`src/hdl/deq_pkg.sv`:
```
// Shared constants for the double-ended queue: request codes, status codes
// and the fixed field widths. No dependencies.
package deq_pkg;

  localparam int unsigned REQ_W    = 3;
  localparam int unsigned STATUS_W = 2;
  localparam int unsigned DATA_W   = 32;

  localparam logic [REQ_W-1:0] REQ_PUSH_FRONT = 3'd0;
  localparam logic [REQ_W-1:0] REQ_PUSH_BACK  = 3'd1;
  localparam logic [REQ_W-1:0] REQ_POP_FRONT  = 3'd2;
  localparam logic [REQ_W-1:0] REQ_POP_BACK   = 3'd3;
  localparam logic [REQ_W-1:0] REQ_LIST       = 3'd4;

  localparam logic [STATUS_W-1:0] ST_OK    = 2'd0;
  localparam logic [STATUS_W-1:0] ST_FULL  = 2'd1;
  localparam logic [STATUS_W-1:0] ST_EMPTY = 2'd2;

endpackage

```
`src/hdl/deq_ram.sv`:
```
// Ring storage of the double-ended queue: one write port and one read port
// with registered read data. Depends on nothing but its parameters.
module deq_ram #(
  parameter int unsigned DEPTH  = 16,
  parameter int unsigned ADDR_W = 4,
  parameter int unsigned DATA_W = 32
) (
  input  logic              clk_i,
  input  logic              we_i,
  input  logic [ADDR_W-1:0] waddr_i,
  input  logic [DATA_W-1:0] wdata_i,
  input  logic              re_i,
  input  logic [ADDR_W-1:0] raddr_i,
  output logic [DATA_W-1:0] rdata_o
);

  logic [DATA_W-1:0] mem [DEPTH];
  logic [DATA_W-1:0] rdata_q;

  always_ff @(posedge clk_i) begin
    if (we_i) begin
      mem[waddr_i] <= wdata_i;
    end
  end

  always_ff @(posedge clk_i) begin
    if (re_i) begin
      rdata_q <= mem[raddr_i];
    end
  end

  assign rdata_o = rdata_q;

endmodule

```
`src/hdl/double_ended_queue.sv`:
```
// Bounded double-ended queue of signed 32-bit values. A transaction is taken
// when start is high and busy is low. Push requests and every full or empty
// answer are done in the next cycle, and the next transaction may follow at once. A
// successful pop goes through the registered read data of the ring memory
// and the S_POP state, with busy high, before its result. A list request makes
// one memory read per entry, issued back to back, with each entry shown for
// one cycle on the result ports. Results are marked by result_valid_o for
// exactly one cycle and cannot be held off.
// Request codes five to seven are dropped without a result.
// Depends on deq_pkg and deq_ram.
module double_ended_queue
  import deq_pkg::*;
#(
  parameter int unsigned CAPACITY = 16
) (
  input  logic                       clk_i,
  input  logic                       rst_ni,
  input  logic                       start,
  output logic                       busy,
  input  logic [REQ_W-1:0]           req_type_i,
  input  logic signed [DATA_W-1:0]   value_i,
  output logic                       result_valid_o,
  output logic [STATUS_W-1:0]        status_o,
  output logic signed [DATA_W-1:0]   item_o,
  output logic                       last_o
);

  localparam int unsigned IDX_W = (CAPACITY > 1) ? $clog2(CAPACITY) : 1;
  localparam int unsigned CNT_W = $clog2(CAPACITY + 1);
  localparam logic [IDX_W:0] CAP_EXT = (IDX_W + 1)'(CAPACITY);

  localparam logic [1:0] S_IDLE = 2'd0;
  localparam logic [1:0] S_POP  = 2'd1;
  localparam logic [1:0] S_LIST = 2'd2;

  // Modular add of two ring indexes, both below CAPACITY.
  function automatic logic [IDX_W-1:0] ring_add(input logic [IDX_W-1:0] a,
                                                input logic [IDX_W-1:0] b);
    logic [IDX_W:0] s;
    s = {1'b0, a} + {1'b0, b};
    if (s >= CAP_EXT) begin
      s = s - CAP_EXT;
    end
    return s[IDX_W-1:0];
  endfunction

  logic [1:0]       state_q, state_d;
  logic [IDX_W-1:0] front_q, front_d;
  logic [CNT_W-1:0] occ_q, occ_d;
  logic [IDX_W-1:0] cnt_q, cnt_d;

  logic                valid_q, valid_d;
  logic [STATUS_W-1:0] status_q, status_d;
  logic [DATA_W-1:0]   item_q, item_d;
  logic                last_q, last_d;

  logic              we;
  logic [IDX_W-1:0]  waddr;
  logic              re;
  logic [IDX_W-1:0]  raddr;
  logic [DATA_W-1:0] rdata;

  logic             full, empty, list_last;
  logic [IDX_W-1:0] front_inc, front_dec, back_wr, back_rd;

  assign full      = (occ_q == CNT_W'(CAPACITY));
  assign empty     = (occ_q == '0);
  assign front_inc = ring_add(front_q, IDX_W'(1));
  assign front_dec = ring_add(front_q, IDX_W'(CAPACITY - 1));
  assign back_wr   = ring_add(front_q, occ_q[IDX_W-1:0]);
  assign back_rd   = ring_add(front_q, IDX_W'(occ_q - CNT_W'(1)));
  assign list_last = ((CNT_W'(cnt_q) + CNT_W'(1)) == occ_q);

  assign busy = (state_q != S_IDLE);

  always_comb begin
    state_d  = state_q;
    front_d  = front_q;
    occ_d    = occ_q;
    cnt_d    = cnt_q;
    valid_d  = 1'b0;
    status_d = ST_OK;
    item_d   = '0;
    last_d   = 1'b1;
    we       = 1'b0;
    waddr    = back_wr;
    re       = 1'b0;
    raddr    = front_q;
    unique case (state_q)
      S_IDLE: begin
        if (start) begin
          unique case (req_type_i)
            REQ_PUSH_FRONT, REQ_PUSH_BACK: begin
              valid_d = 1'b1;
              if (full) begin
                status_d = ST_FULL;
              end else begin
                we    = 1'b1;
                occ_d = occ_q + CNT_W'(1);
                if (req_type_i == REQ_PUSH_FRONT) begin
                  waddr   = front_dec;
                  front_d = front_dec;
                end
              end
            end
            REQ_POP_FRONT, REQ_POP_BACK: begin
              if (empty) begin
                valid_d  = 1'b1;
                status_d = ST_EMPTY;
              end else begin
                re      = 1'b1;
                occ_d   = occ_q - CNT_W'(1);
                state_d = S_POP;
                if (req_type_i == REQ_POP_FRONT) begin
                  front_d = front_inc;
                end else begin
                  raddr = back_rd;
                end
              end
            end
            REQ_LIST: begin
              if (empty) begin
                valid_d  = 1'b1;
                status_d = ST_EMPTY;
              end else begin
                re      = 1'b1;
                cnt_d   = '0;
                state_d = S_LIST;
              end
            end
            default: begin
            end
          endcase
        end
      end
      S_POP: begin
        valid_d = 1'b1;
        item_d  = rdata;
        state_d = S_IDLE;
      end
      S_LIST: begin
        // The read for entry cnt_q has returned; fetch the next one while
        // this one goes out.
        valid_d = 1'b1;
        item_d  = rdata;
        last_d  = list_last;
        if (list_last) begin
          state_d = S_IDLE;
        end else begin
          re    = 1'b1;
          raddr = ring_add(front_q, cnt_q + IDX_W'(1));
          cnt_d = cnt_q + IDX_W'(1);
        end
      end
      default: begin
        state_d = S_IDLE;
      end
    endcase
  end

  always_ff @(posedge clk_i or negedge rst_ni) begin
    if (!rst_ni) begin
      state_q <= S_IDLE;
      front_q <= '0;
      occ_q   <= '0;
      cnt_q   <= '0;
      valid_q <= 1'b0;
    end else begin
      state_q <= state_d;
      front_q <= front_d;
      occ_q   <= occ_d;
      cnt_q   <= cnt_d;
      valid_q <= valid_d;
    end
  end

  always_ff @(posedge clk_i) begin
    status_q <= status_d;
    item_q   <= item_d;
    last_q   <= last_d;
  end

  deq_ram #(
    .DEPTH  (CAPACITY),
    .ADDR_W (IDX_W),
    .DATA_W (DATA_W)
  ) u_ram (
    .clk_i   (clk_i),
    .we_i    (we),
    .waddr_i (waddr),
    .wdata_i (value_i),
    .re_i    (re),
    .raddr_i (raddr),
    .rdata_o (rdata)
  );

  assign result_valid_o = valid_q;
  assign status_o       = status_q;
  assign item_o         = item_q;
  assign last_o         = last_q;

endmodule

```
`config.mk`:
```
export PLATFORM = sky130hd
export DESIGN_NAME = double_ended_queue
export DESIGN_NICKNAME = d
export VERILOG_FILES = /design/src/hdl/deq_pkg.sv /design/src/hdl/deq_ram.sv /design/src/hdl/double_ended_queue.sv
export SDC_FILE = /design/constraint.sdc
export NUM_CORES = 1
export LEC_CHECK = 0
export BUFFER_PORTS_ARGS = -buffer_cell sky130_fd_sc_hd__buf_2
export CAP_MARGIN = 15
export CORE_ASPECT_RATIO = 1.4
export CORE_UTILIZATION = 45
export DETAILED_ROUTE_END_ITERATION = 12
export SYNTH_ARGS = -nofsm -noshare
export SYNTH_HDL_FRONTEND = slang
export SYNTH_HIERARCHICAL = 1
export SYNTH_SLANG_ARGS = --single-unit
export TNS_END_PERCENT = 20
```
`constraint.sdc`:
```
create_clock -name clk_i -period 5.35 [get_ports clk_i]
set_input_delay 1.07 -clock clk_i [delete_from_list [all_inputs] [get_ports clk_i]]
set_output_delay 1.07 -clock clk_i [all_outputs]
set_load 0.02 [all_outputs]
```
Word level (Yosys, flattened, before mapping)
Memories as Yosys holds them, arrays and structs flattened. A register that Yosys moved wholly into a read port is not among the register bits.
Cells that the tools add are included.
Storage, ports and cells
  bits in registers: 51
  memory bits (writable): 512
  input bits: 38
  output and inout port bits: 37
  word-level logic and storage cells: 116
  memories kept: 1
Operators by class
  add/sub/neg operators: 14
  magnitude comparators: 5
  equality and inequality tests: 20
  mux-type cells: 53
  reduce and logical (&&, ||, !) cells: 15
Memory list
  u_ram.mem: words 16, width 32, rd ports 1, clocked after Yosys merged registers in 1, write ports 1, line deq_ram.sv:17  | logic [DATA_W-1:0] mem [DEPTH];
Operators by type and width (count)
  4-bit two-way mux: 23
  5-bit >= comparator, second input constant: 5
  4-bit one-hot mux with 2 select lines: 3
  4-bit by 1-bit subtractor with 4-bit output, second input constant: 5
  2-bit inequality test, second input constant: 8
  4-bit by 4-bit adder with 5-bit output: 3
  5-bit AND reduction: 3
  1-bit two-way mux: 13
  2-bit one-hot mux with 2 select lines: 3
  4-bit by 1-bit adder with 5-bit output, second input constant: 2
  2-bit two-way mux: 5
  5-bit two-way mux: 2
  5-bit one-hot mux with 2 select lines: 1
  7-bit AND reduction: 1
  3-bit by 2-bit equality test with 1-bit output, second input constant: 2
  3-bit inequality test, second input constant: 2
  1-bit one-hot mux with 2 select lines: 3
  2-bit nonzero test: 3
  2-bit OR reduction: 3
  4-bit by 4-bit adder with 5-bit output, second input constant: 1
  5-bit by 1-bit adder with 5-bit output, second input constant: 1
  5-bit equality test: 1
  5-bit equality test, second input constant: 1
  5-bit logical NOT: 1
  12 further kinds: 12

Longest topological paths before layout
  depth after elaboration: 9
  gate-level depth with buffers: 14
  mapped depth without buffers: 12

Cells and area by module
The synthesis kept the hierarchy.
By module, submodules not included
  deq_ram: times used 1, cells an instance 838, area an instance 20155.6 µm², sequential area each 16335.7 µm²
  double_ended_queue: times used 1, cells an instance 264, area an instance 2601.2 µm², sequential area each 1101.1 µm²

Worst setup path after synthesis
OpenSTA, ideal clock, no wires.
  kind: input-to-reg
  start point: in req_type_i[2]
  end point: mem u_ram.mem[0][0], enable pin
  library setup time: 0.461 ns
  arrival: 4.801 ns
  required time: 4.889 ns
  setup slack: 0.088 ns
  cell stages on the path: 8
  path buffers: 0
  path through: nor4bb_1 nand2_1 nor2_2 nor2_1 a21oi_1 xnor2_1 or3b_2 nor3_1
On the way
  elaborated cells on any way between the ends: 13
  classes of those cells: 1 x eq/ne; 10 x mux; 2 x reduce/logical
RTL lines
  start: declaration: line double_ended_queue.sv:20  | input logic [REQ_W-1:0] req_type_i,
  3-bit logical NOT: line double_ended_queue.sv:92, double_ended_queue.sv:100
  4-bit two-way mux: line double_ended_queue.sv:100  | if (req_type_i == REQ_PUSH_FRONT) begin
  4-bit two-way mux: line double_ended_queue.sv:95  | if (full) begin
  4-bit two-way mux *: line double_ended_queue.sv:92  | unique case (req_type_i)
  4-bit two-way mux *: line double_ended_queue.sv:91  | if (start) begin
  4-bit two-way mux *: line double_ended_queue.sv:89  | unique case (state_q)
  net waddr[3]: line double_ended_queue.sv:58  | logic [IDX_W-1:0] waddr;
  end: declaration: line deq_ram.sv:17
The timed path passes the listed nets; every way through them passes the cells marked *.

Final worst setup path
  start point: reg cnt_q[0]
  end point: reg u_ram.rdata_q[3], in the netlist u_ram/rdata_o[3] (read register of u_ram.mem) (data pin)
On the way
  cells in the longest elaborated chain, start to end: 6
  elaborated cells on any way between the ends: 11
  classes of those cells: 4 x add/sub; 1 x order compare; 1 x eq/ne; 5 x mux
RTL lines
  start: declaration: line double_ended_queue.sv:50  | logic [IDX_W-1:0] cnt_q, cnt_d;
  start signal: assignment: line double_ended_queue.sv:172  | cnt_q <= cnt_d;
  4-bit by 1-bit adder with 4-bit output: line double_ended_queue.sv:151  | raddr = ring_add(front_q, cnt_q + IDX_W'(1));
  4-bit by 4-bit adder with 5-bit output: line double_ended_queue.sv:40  | s = {1'b0, a} + {1'b0, b};
  4-bit by 1-bit subtractor with 4-bit output or 5-bit >= comparator (tied branches): line double_ended_queue.sv:42, double_ended_queue.sv:41
  4-bit two-way mux: line double_ended_queue.sv:41  | if (s >= CAP_EXT) begin
  4-bit two-way mux *: line double_ended_queue.sv:147  | if (list_last) begin
  4-bit one-hot mux with 2 select lines *: line double_ended_queue.sv:89
  net raddr[1]: line double_ended_queue.sv:60  | logic [IDX_W-1:0] raddr;
  end: declaration: line deq_ram.sv:18  | logic [DATA_W-1:0] rdata_q;
Marks and branches as above.
A chain may end at the register's enable or synchronous reset.

==> flow_metrics.env <==
export IMPL_die_h_um=268
export IMPL_cp_slowest_cell="o221ai_4"
export IMPL_coreArea_sq_um=50000
export IMPL_slew_violations=0
export IMPL_ys_seq_elements=595
export IMPL_clock_latency_ns=0.60
export IMPL_final_setup_viol_count=0
export IMPL_p_per_area_nw_per_um2=613
export IMPL_avgSynthCellArea_sq_um=20.7
export IMPL_p_clk_share_pct=24.0
export IMPL_finClkSkew_ns=0.0194
export IMPL_antenna_found_initial=0
export IMPL_sw_frac_of_total_pct=33.4
export IMPL_drt_pre_antenna_iters=5
export IMPL_worst_pin_slew_ns=0.895
export IMPL_r2r_slack_ns=1.25
export IMPL_grt_usage_pct=19.3
export IMPL_std_cell_rows=97
export IMPL_fin_area_sq_um=25900
export IMPL_synth_edf_count=544
export IMPL_wirelength_um=47800
export IMPL_diodes=0
export IMPL_finalHoldViolCount=0
export IMPL_setup_worst_path_start_class="flop"
export IMPL_crit_path_max_incr_delay_ns=0.65
export IMPL_grt_max_degree=48
export IMPL_outcome="completed"
export IMPL_portBuffers=74
export IMPL_rsz0062_at_grt="no"
export IMPL_ant_nets=0
export IMPL_cp_max_fo=31
export IMPL_internal_power_mw=10.6
export IMPL_synth_distinct_cells=58
export IMPL_ys_warn_count=6
export IMPL_initial_core_util_pct=45.5
export IMPL_hp_class="input pin to asynchronous set/reset pin"
export IMPL_post_dp_cell_area_sq_um=24200
export IMPL_synthCells=1102
export IMPL_comb_power_share_pct=38.6
export IMPL_leakage_nw=8.51
export IMPL_tns_ns=0
export IMPL_endpoint_kind="flop"
export IMPL_synth_xor_area_share_pct=0.962
export IMPL_clock_sinks=595
export IMPL_htreeDepth=2
export IMPL_yosys_area_share_simple_pct=3.33
export IMPL_critPathRequiredTime_ns=5.66
export IMPL_power_switching_mw=5.31
export IMPL_synth_top_family_by_area="multiplexers"
export IMPL_wire_per_inst_um=25.1
export IMPL_vias=10768
export IMPL_worstSetupPathType="flop to flop"
export IMPL_root_buffer="clkbuf_16"
export IMPL_die_w_um=192
export IMPL_synthMuxAreaShare_pct=12.8
export IMPL_routabilityCongestion=0.798
export IMPL_ys_flop_type="edfxtp_1"
export IMPL_die_area_sq_um=51500
export IMPL_syn_area_sq_um=22800
export IMPL_ctsResizeCount=0
export IMPL_drc=0
export IMPL_dpl_hpwl_um=29100
export IMPL_grt_pass1_wl_um=72400
export IMPL_synth_yosys_seq_area_share_pct=76.6
export IMPL_viasPerCell=5.67
export IMPL_cts_buffers=54
export IMPL_area_growth_pct=13.9
export IMPL_io_pins=75
export IMPL_cap_violations=0
export IMPL_drt_iter0_markers=875
export IMPL_overflow=0
export IMPL_relSlewSlack_pct=40.4
export IMPL_drive_gt1_share_pct=27.6
export IMPL_async_flop_share_pct=2.69
export IMPL_synth_compound_area_share_pct=3.59
export IMPL_min_period_ns=4.10
export IMPL_vdd_ir_drop_max_mv=0.546
export IMPL_p_seq_share_pct=37.4
export IMPL_synth_fa_ha_area_share_pct=1.25
export IMPL_crit_arrival_ns=4.41
export IMPL_nets=1270
export IMPL_first_global_vias=11299
export IMPL_cts_max_path_buffers=3
export IMPL_post_route_period_util_pct=76.7
export IMPL_syn_num_nets=1161
export IMPL_fmax_mhz=244
export IMPL_cts_hold_buf=0
export IMPL_cts_tree="yes"
export IMPL_worstPathCellList="ha_1, xnor2_1, o211ai_2, a211oi_4, a21oi_1, o221ai_4, buf_12, mux4_2, a22oi_1, nand2_1"
export IMPL_cts_setup_buffers=0
export IMPL_clkSlewWorstSetupHoldPaths_ns=0.07
cell type report:
cell class	count	area, sq um
clock buffers	75	1500
clock inverters	26	254
fillers	3947	24100
inverters	19	71.3
multi-input cells	436	5170
flip-flops and latches	595	17400
well taps	643	805
repair buffers	105	678
state kept, by name, indices dropped and copies added, names as in the netlist:
register,flops
state_q,2
item_o,32
cnt_q,4
front_q,4
occ_q,5
last_o,1
status_o,2
u_ram/mem,512
result_valid_o,1
u_ram/rdata_o,32
power groups by stage:
stage,combinational (mW),sequential (mW),clock [mW]
3_5_place_dp,6.25,6.04,0
6_report,6.13,5.93,3.81
3_3_place_gp,6.26,6.02,0
5_1_grt,6.65,5.98,4.06
4_1_cts,6.28,5.94,3.90
2_1_floorplan,4.32,6.01,0
Yosys cell counts (all sizes together), types with 4 or more instances:
| cell type | n | area, sq um |
|---|---|---|
| o21ai | 9 | 48.8 |
| mux4 | 128 | 2880 |
| buf | 29 | 161 |
| and2 | 33 | 206 |
| nand2b | 4 | 25.0 |
| mux2i | 4 | 40.0 |
| xor2 | 10 | 87.6 |
| nor2b | 4 | 25.0 |
| clkbuf | 23 | 86.3 |
| a21oi | 9 | 45.0 |
| inv | 19 | 71.3 |
| nand3 | 6 | 35.0 |
| dfxtp | 35 | 701 |
| a22oi | 65 | 488 |
| nor3 | 9 | 45.0 |
| nor2 | 24 | 95.1 |
| ha | 18 | 225 |
| a21o | 7 | 52.6 |
| edfxtp | 544 | 16300 |
| nand2 | 53 | 199 |
| xnor2 | 15 | 131 |
| dfrtp | 16 | 400 |
| o22ai | 5 | 31.3 |
placed cells by master, fill, tap and decap left out, types with 5 or more instances in the layout:
master | synthesis | final
dfxtp_1 | 35 | 35
nor2_4 | 0 | 13
buf_4 | 9 | 25
edfxtp_1 | 544 | 544
nor3_1 | 9 | 5
o22ai_1 | 5 | 5
clkbuf_8 | 0 | 5
nand3_1 | 5 | 5
clkinv_2 | 0 | 8
nand2_1 | 53 | 53
ha_1 | 18 | 18
mux4_2 | 128 | 128
xnor2_1 | 15 | 15
dfrtp_1 | 16 | 16
a21o_1 | 7 | 6
buf_12 | 0 | 6
inv_1 | 18 | 18
nor2_1 | 22 | 9
and2_1 | 33 | 32
a21oi_1 | 9 | 9
clkbuf_16 | 0 | 55
o21ai_1 | 7 | 6
clkinv_1 | 0 | 7
clkbuf_1 | 23 | 15
xor2_1 | 10 | 10
a22oi_1 | 65 | 65
buf_2 | 9 | 74
metal layers:
metal | global-route usage [%] | vias to the layer above | part of all wire, %
met1 | 28.4 | 5687 | 45
li1 | - | 4709 | -
met5 | 0 | - | 0
met3 | 2.79 | 62 | 5.3
met2 | 30.2 | 310 | 48
met4 | 5.68 | 0 | 2.2
worst max-delay path: cells and delay by family, from the launching register on:
family | cells | cell delay (ns)
AOI/OAI and AO/OA | 5 | 1.90
DFF | 1 | 0.48
muxes | 1 | 0.33
adders and majority gates | 1 | 0.32
xor gates and xnor gates | 1 | 0.31
buffers and inverters | 1 | 0.30
and+or+nand+nor | 1 | 0.14
path summary, 6_finish.rpt:
path | start | to | depth (start not counted)
setup / recovery | cnt_q[0]$_DFFE_PN0P_ | u_ram/rdata_o[3]$_DFFE_PP_ | 10
hold / removal | rst_ni | front_q[3]$_DFFE_PN0P_ | 1
setup reg to reg | cnt_q[0]$_DFFE_PN0P_ | u_ram/rdata_o[3]$_DFFE_PP_ | 10
hold reg to reg | u_ram/rdata_o[14]$_DFFE_PP_ | item_o[14]$_SDFF_PN0_ | 1
max in group asynchronous | rst_ni | occ_q[3]$_DFFE_PN0P_ | 1
min in group clk_i | u_ram/rdata_o[14]$_DFFE_PP_ | item_o[14]$_SDFF_PN0_ | 1
cell families (layout without fill, tap and decap cells):
| family | count (synthesis) | count (layout) |
|---|---|---|
| compound gates | 110 | 110 |
| fa+ha+maj | 21 | 21 |
| buf+inv | 71 | 225 |
| mux | 132 | 132 |
| simple gates | 148 | 148 |
| xor+xnor | 25 | 25 |
| flops | 595 | 595 |
per-stage QoR:
| step | setup WS [ns] | utilization (%) | power (mW) | hold WS, ns | cells |
|---|---|---|---|---|---|
| after detailed placement | 0.952 | 48.3 | 12.3 | 0.437 | 1798 |
| after floorplan | 0.0885 | - | 10.3 | 0.426 | 1102 |
| final | 1.25 | 51.8 | 15.9 | 0.431 | 1899 |
| after global routing | 1.05 | 51.8 | 16.7 | 0.437 | 1899 |
| after CTS | 1.29 | 51.8 | 16.1 | 0.415 | 1899 |
| after global placement | 1.04 | 48.3 | 12.3 | 0.429 | 1798 |
Power figures use the tool's default switching activity.
